**src/rtl/nfd_ram.sv**
```systemverilog
// -----------------------------------------------------------------------------
// nfd_ram
// Generic single-write, single-read RAM with registered read data.
// -----------------------------------------------------------------------------
module nfd_ram #(
   parameter int WIDTH = 8,
   parameter int DEPTH = 16,
   localparam int AW = (DEPTH > 1) ? $clog2(DEPTH) : 1
) (
   input  logic             clock,
   input  logic             we,
   input  logic [AW-1:0]    waddr,
   input  logic [WIDTH-1:0] wdata,
   input  logic [AW-1:0]    raddr,
   output logic [WIDTH-1:0] rdata_ff
);

   logic [WIDTH-1:0] mem_ff [DEPTH];

   always_ff @(posedge clock) begin
      if (we) begin
         mem_ff[waddr] <= wdata;
      end
      rdata_ff <= mem_ff[raddr];
   end

endmodule

```
**config.mk**
```make
export PLATFORM = sky130hd
export DESIGN_NAME = nfd_ram
export DESIGN_NICKNAME = d
export VERILOG_FILES = /design/src/rtl/nfd_ram.sv
export SDC_FILE = /design/constraint.sdc
export NUM_CORES = 1
export LEC_CHECK = 0
export ABC_CLOCK_PERIOD_IN_PS = 2060
export BUFFER_PORTS_ARGS = -buffer_cell sky130_fd_sc_hd__buf_2
export CORE_ASPECT_RATIO = 0.5
export CORE_MARGIN = 2
export CORE_UTILIZATION = 50
export DETAILED_ROUTE_END_ITERATION = 8
export GPL_TIMING_DRIVEN = 0
export PLACE_DENSITY = 0.67
export SYNTH_ARGS = -nofsm -noshare
export SYNTH_HDL_FRONTEND = slang
export SYNTH_SLANG_ARGS = --single-unit
```
**constraint.sdc**
```tcl
create_clock -name clock -period 2.06 [get_ports clock]
set_clock_uncertainty 0.05 [all_clocks]
set_input_delay 0.206 -clock clock [delete_from_list [all_inputs] [get_ports clock]]
set_output_delay 0.206 -clock clock [all_outputs]
set_load 0.02 [all_outputs]
```
# ---- After elaboration in Yosys (flattened, before gate mapping)
# Memories as Yosys holds them, arrays and structs flattened. A register that Yosys moved wholly into a read port is not among the register bits.
# Index checks and enable logic that the tools add are counted.
dict set report totals {
  out_inout_bits 8
  wordCells 3
  mem_count 1
  input_bits 18
  ramBits 128
  reg_bits 0
}
# memory words word_bits read_ports rd_ports_with_merged_regs wr line_no
set mem_list {}
lappend mem_list {mem_ff 16 8 1 1 1 18} ;# logic [WIDTH-1:0] mem_ff [DEPTH];
dict set report classes {
  n_mux 2
}
# operator count
set op_table {}
lappend op_table {{1-bit 2-to-1 mux} 2}

# ---- Longest topological paths before layout
dict set report logic_depth {
  ltp_word 2
  mapped_depth 5
  mapped_depth_nobuf 3
}

# ---- Worst setup path after synthesis
# No wires, ideal clock.
dict set report synth_timing {
  path_kind {input port to flip-flop}
  from {input port waddr[2]}
  to {memory mem_ff[0][0] (enable)}
  cell_stages 2
  setup_time_ns 0.383
  arrival_time_ns 1.316
  slack_ns 0.311
  cell_sequence {or3b_2 nor3_1}
}
# item line_no
set synth_lines {}
lappend synth_lines {{start, declared} 12} ;# input logic [AW-1:0] waddr,
lappend synth_lines {{end, declared} 18}
# Straight into the memory's write port.

# ---- Worst setup path after layout
dict set report layout_timing {
  from {input port waddr[2]}
  to {memory mem_ff[0][6] (enable)}
}
# Straight into the memory's write port.

==> flow_summary.json <==
{
  "status": "finished clean",
  "rows": 26,
  "vias": 2338,
  "critPathBufInv": 1,
  "cp_data_arrival_time_ns": 1.82,
  "drtIter0Drc": 237,
  "hp-class": "primary input to flip-flop",
  "dp_hpwl_um": 6353,
  "fp.dieH_um": 75.75,
  "synth_seq_cells": 136,
  "avgSynthCellArea_um2": 22.48,
  "diodes": 0,
  "grt_pass1_vias": 2480,
  "rsz0062_at_grt": "no",
  "wl_per_cell_um": 23.25,
  "gp_congestion": 0.8021,
  "final_util_pct": 59.35,
  "powerDensity_nw_per_um2": 1043,
  "nets": 290,
  "post_dp_cell_area_um2": 5443,
  "drt_first_pass_iters": 4,
  "critical-path-top-delay-family": "simple AND/OR/NAND/NOR gates",
  "synth_area_leaders": "edfxtp_1, mux4_2, mux4_1",
  "clock_path_buffers": 2,
  "fin_area_um2": 6005,
  "htreeDepth": 4,
  "coreArea_um2": 10120,
  "critPathSlowestCell": "nor3_1",
  "final.setup.tns_ns": 0,
  "syn_area_um2": 5147,
  "drc": 0,
  "cts_root_buf": "clkbuf_16",
  "synth_cells": 229,
  "yosysWarnings": 0,
  "cts_tree": "built",
  "post_cts.repair.setup_buffers": 0,
  "cts_resized": 0,
  "clk_pin_slew_ns": 0.06,
  "yosysMostFrequentCell": "edfxtp_1",
  "antenna_found_initial": 0,
  "yosysTopAreaCell": "edfxtp_1",
  "synth-edff-count": 128,
  "hold_violations": 0,
  "slew_viol_final": 0,
  "fin_crit_ns": 1.852,
  "synth_top_area_share_pct": 74.67,
  "cp-start-kind": "primary input",
  "clock-sinks": 136,
  "synth_seq_area_share_pct": 77.78,
  "fin_crit_sh_pct": 89.89,
  "worst_skew_pair.late_latency_ns": 0.41,
  "cts_made_buffers": 17,
  "async_reset_ff_share_pct": 0,
  "setup_slack_ns": 0.2083,
  "die_area_um2": 11170,
  "antenna_left": 0,
  "crit_required_ns": 2.03,
  "preCtsSetupSlack_ns": -0.2391,
  "syn_nets": 247,
  "die_w_um": 147.5,
  "grt_pass1_wl_um": 14650,
  "grt_max_degree": 17,
  "maxSlewHeadroom_pct": 8.677,
  "drv_cap": 0,
  "critical_path.max_stage_delay_ns": 0.99,
  "endpoint_kind": "flip-flop",
  "start_util_pct": 50.88,
  "postCtsHoldBufs": 0,
  "worst_slew_pin_slew_ns": 1.359,
  "synth_cell_type_count": 19,
  "ys.flop_type": "edfxtp_1",
  "grt_usage_pct": 19.43,
  "peakVddDrop_uv": 586.5,
  "ios": 26,
  "drive_above_1_share_pct": 28.07,
  "gr-total-overflow": 0,
  "path_cells": "buf_2 > or3b_2 > nor3_1",
  "final-setup-viol-count": 0,
  "synth_common_cells": "edfxtp_1, mux4_2, a22oi_1",
  "wirelength_um": 9880,
  "max_freq_mhz": 540.1,
  "syn2layout_area_growth_pct": 16.65,
  "io_buffers": 24,
  "via_per_inst": 5.501,
  "cp_max_fo": 8,
  "path_class": "primary input to flip-flop",
  "p_leak_uw": 0.002006
}
[metrics by stage]
| step | total power (uW) | instances | hold WS [ns] |
|---|---|---|---|
| after global placement | 3470 | 393 | 0.5376 |
| final | 6263 | 425 | 0.1311 |
| after floorplan | 3344 | 229 | 0.2549 |
| after global routing | 6437 | 425 | 0.1278 |
| after detailed placement | 3482 | 393 | 0.5593 |
| after CTS | 6287 | 425 | 0.1218 |
[power breakdown]
group          leakage, uW  internal (uW)  switching (uW)  total, uW
clock             0.000267           1770            1060       2840
sequential         0.00122           3100            15.0       3110
combinational     0.000515            123             191        313
[layout by cell type, fill, tap and decap left out]
master / count
edfxtp_1: 128
buf_2: 27
mux4_2: 18
clkbuf_16: 17
a22oi_1: 16
mux4_1: 14
nor2_1: 13
nand2_1: 9
dfxtp_1: 8
nor3_1: 4
clkbuf_8: 4
buf_6: 3
clkdlybuf4s25_2: 3
clkbuf_1: 3
clkinvlp_4: 3
nand3b_1: 2
nand2b_1: 2
clkinv_1: 2
clkinv_2: 2
nor2b_1: 1
buf_4: 1
and2_1: 1
and2b_1: 1
nand3_1: 1
or3b_2: 1
bufinv_16: 1
[metal layers]
layer  track usage [%]  wire [um]  vias up
li1                  -          -     1058
met1             25.72       4149     1186
met2             31.15       4861       88
met3             5.988        809        6
met4             7.906         59        0
met5                 0          0        -
[final timing paths]
kind                  from           end  slack [ns]  cells after the start
max               waddr[2]  mem_ff[0][6]        0.21                      3
min               wdata[4]  mem_ff[0][4]        0.13                      1
max reg2reg  mem_ff[11][0]   rdata_ff[0]        0.50                      3
min reg2reg  mem_ff[14][2]   rdata_ff[2]        0.63                      3
[flip-flops by register name, indices dropped and copies added, names as in the netlist]
name	cells
mem_ff	128
rdata_ff	8
[area by class of cell]
type                       instances  area, um2
buffer                            10      86.33
clock buffer                      24      491.7
clock inverter                     8      70.07
fill                             707       4113
multi-input combinational         83       1057
sequential                       136       4004
tap                              140      175.2
timing repair buffer              24      120.1
[worst register-to-register path, cell delays in order (launching register included)]
cell	delay (ns)
edfxtp_1	0.36
mux4_2	0.49
a22oi_1	0.39
nand2_1	0.14
[cells by family (layout without fill, tap and decap cells)]
| group | Yosys count | count (layout) | share of synthesized area (%) |
|---|---|---|---|
| AOI/OAI and AO/OA | 16 | 16 | 2.334 |
| buffers and inverters | 10 | 66 | 1.677 |
| muxes | 32 | 32 | 15.02 |
| DFF | 136 | 136 | 77.78 |
| and+or+nand+nor | 35 | 35 | 3.184 |
Note: power is estimated with default switching activity, not from simulation.
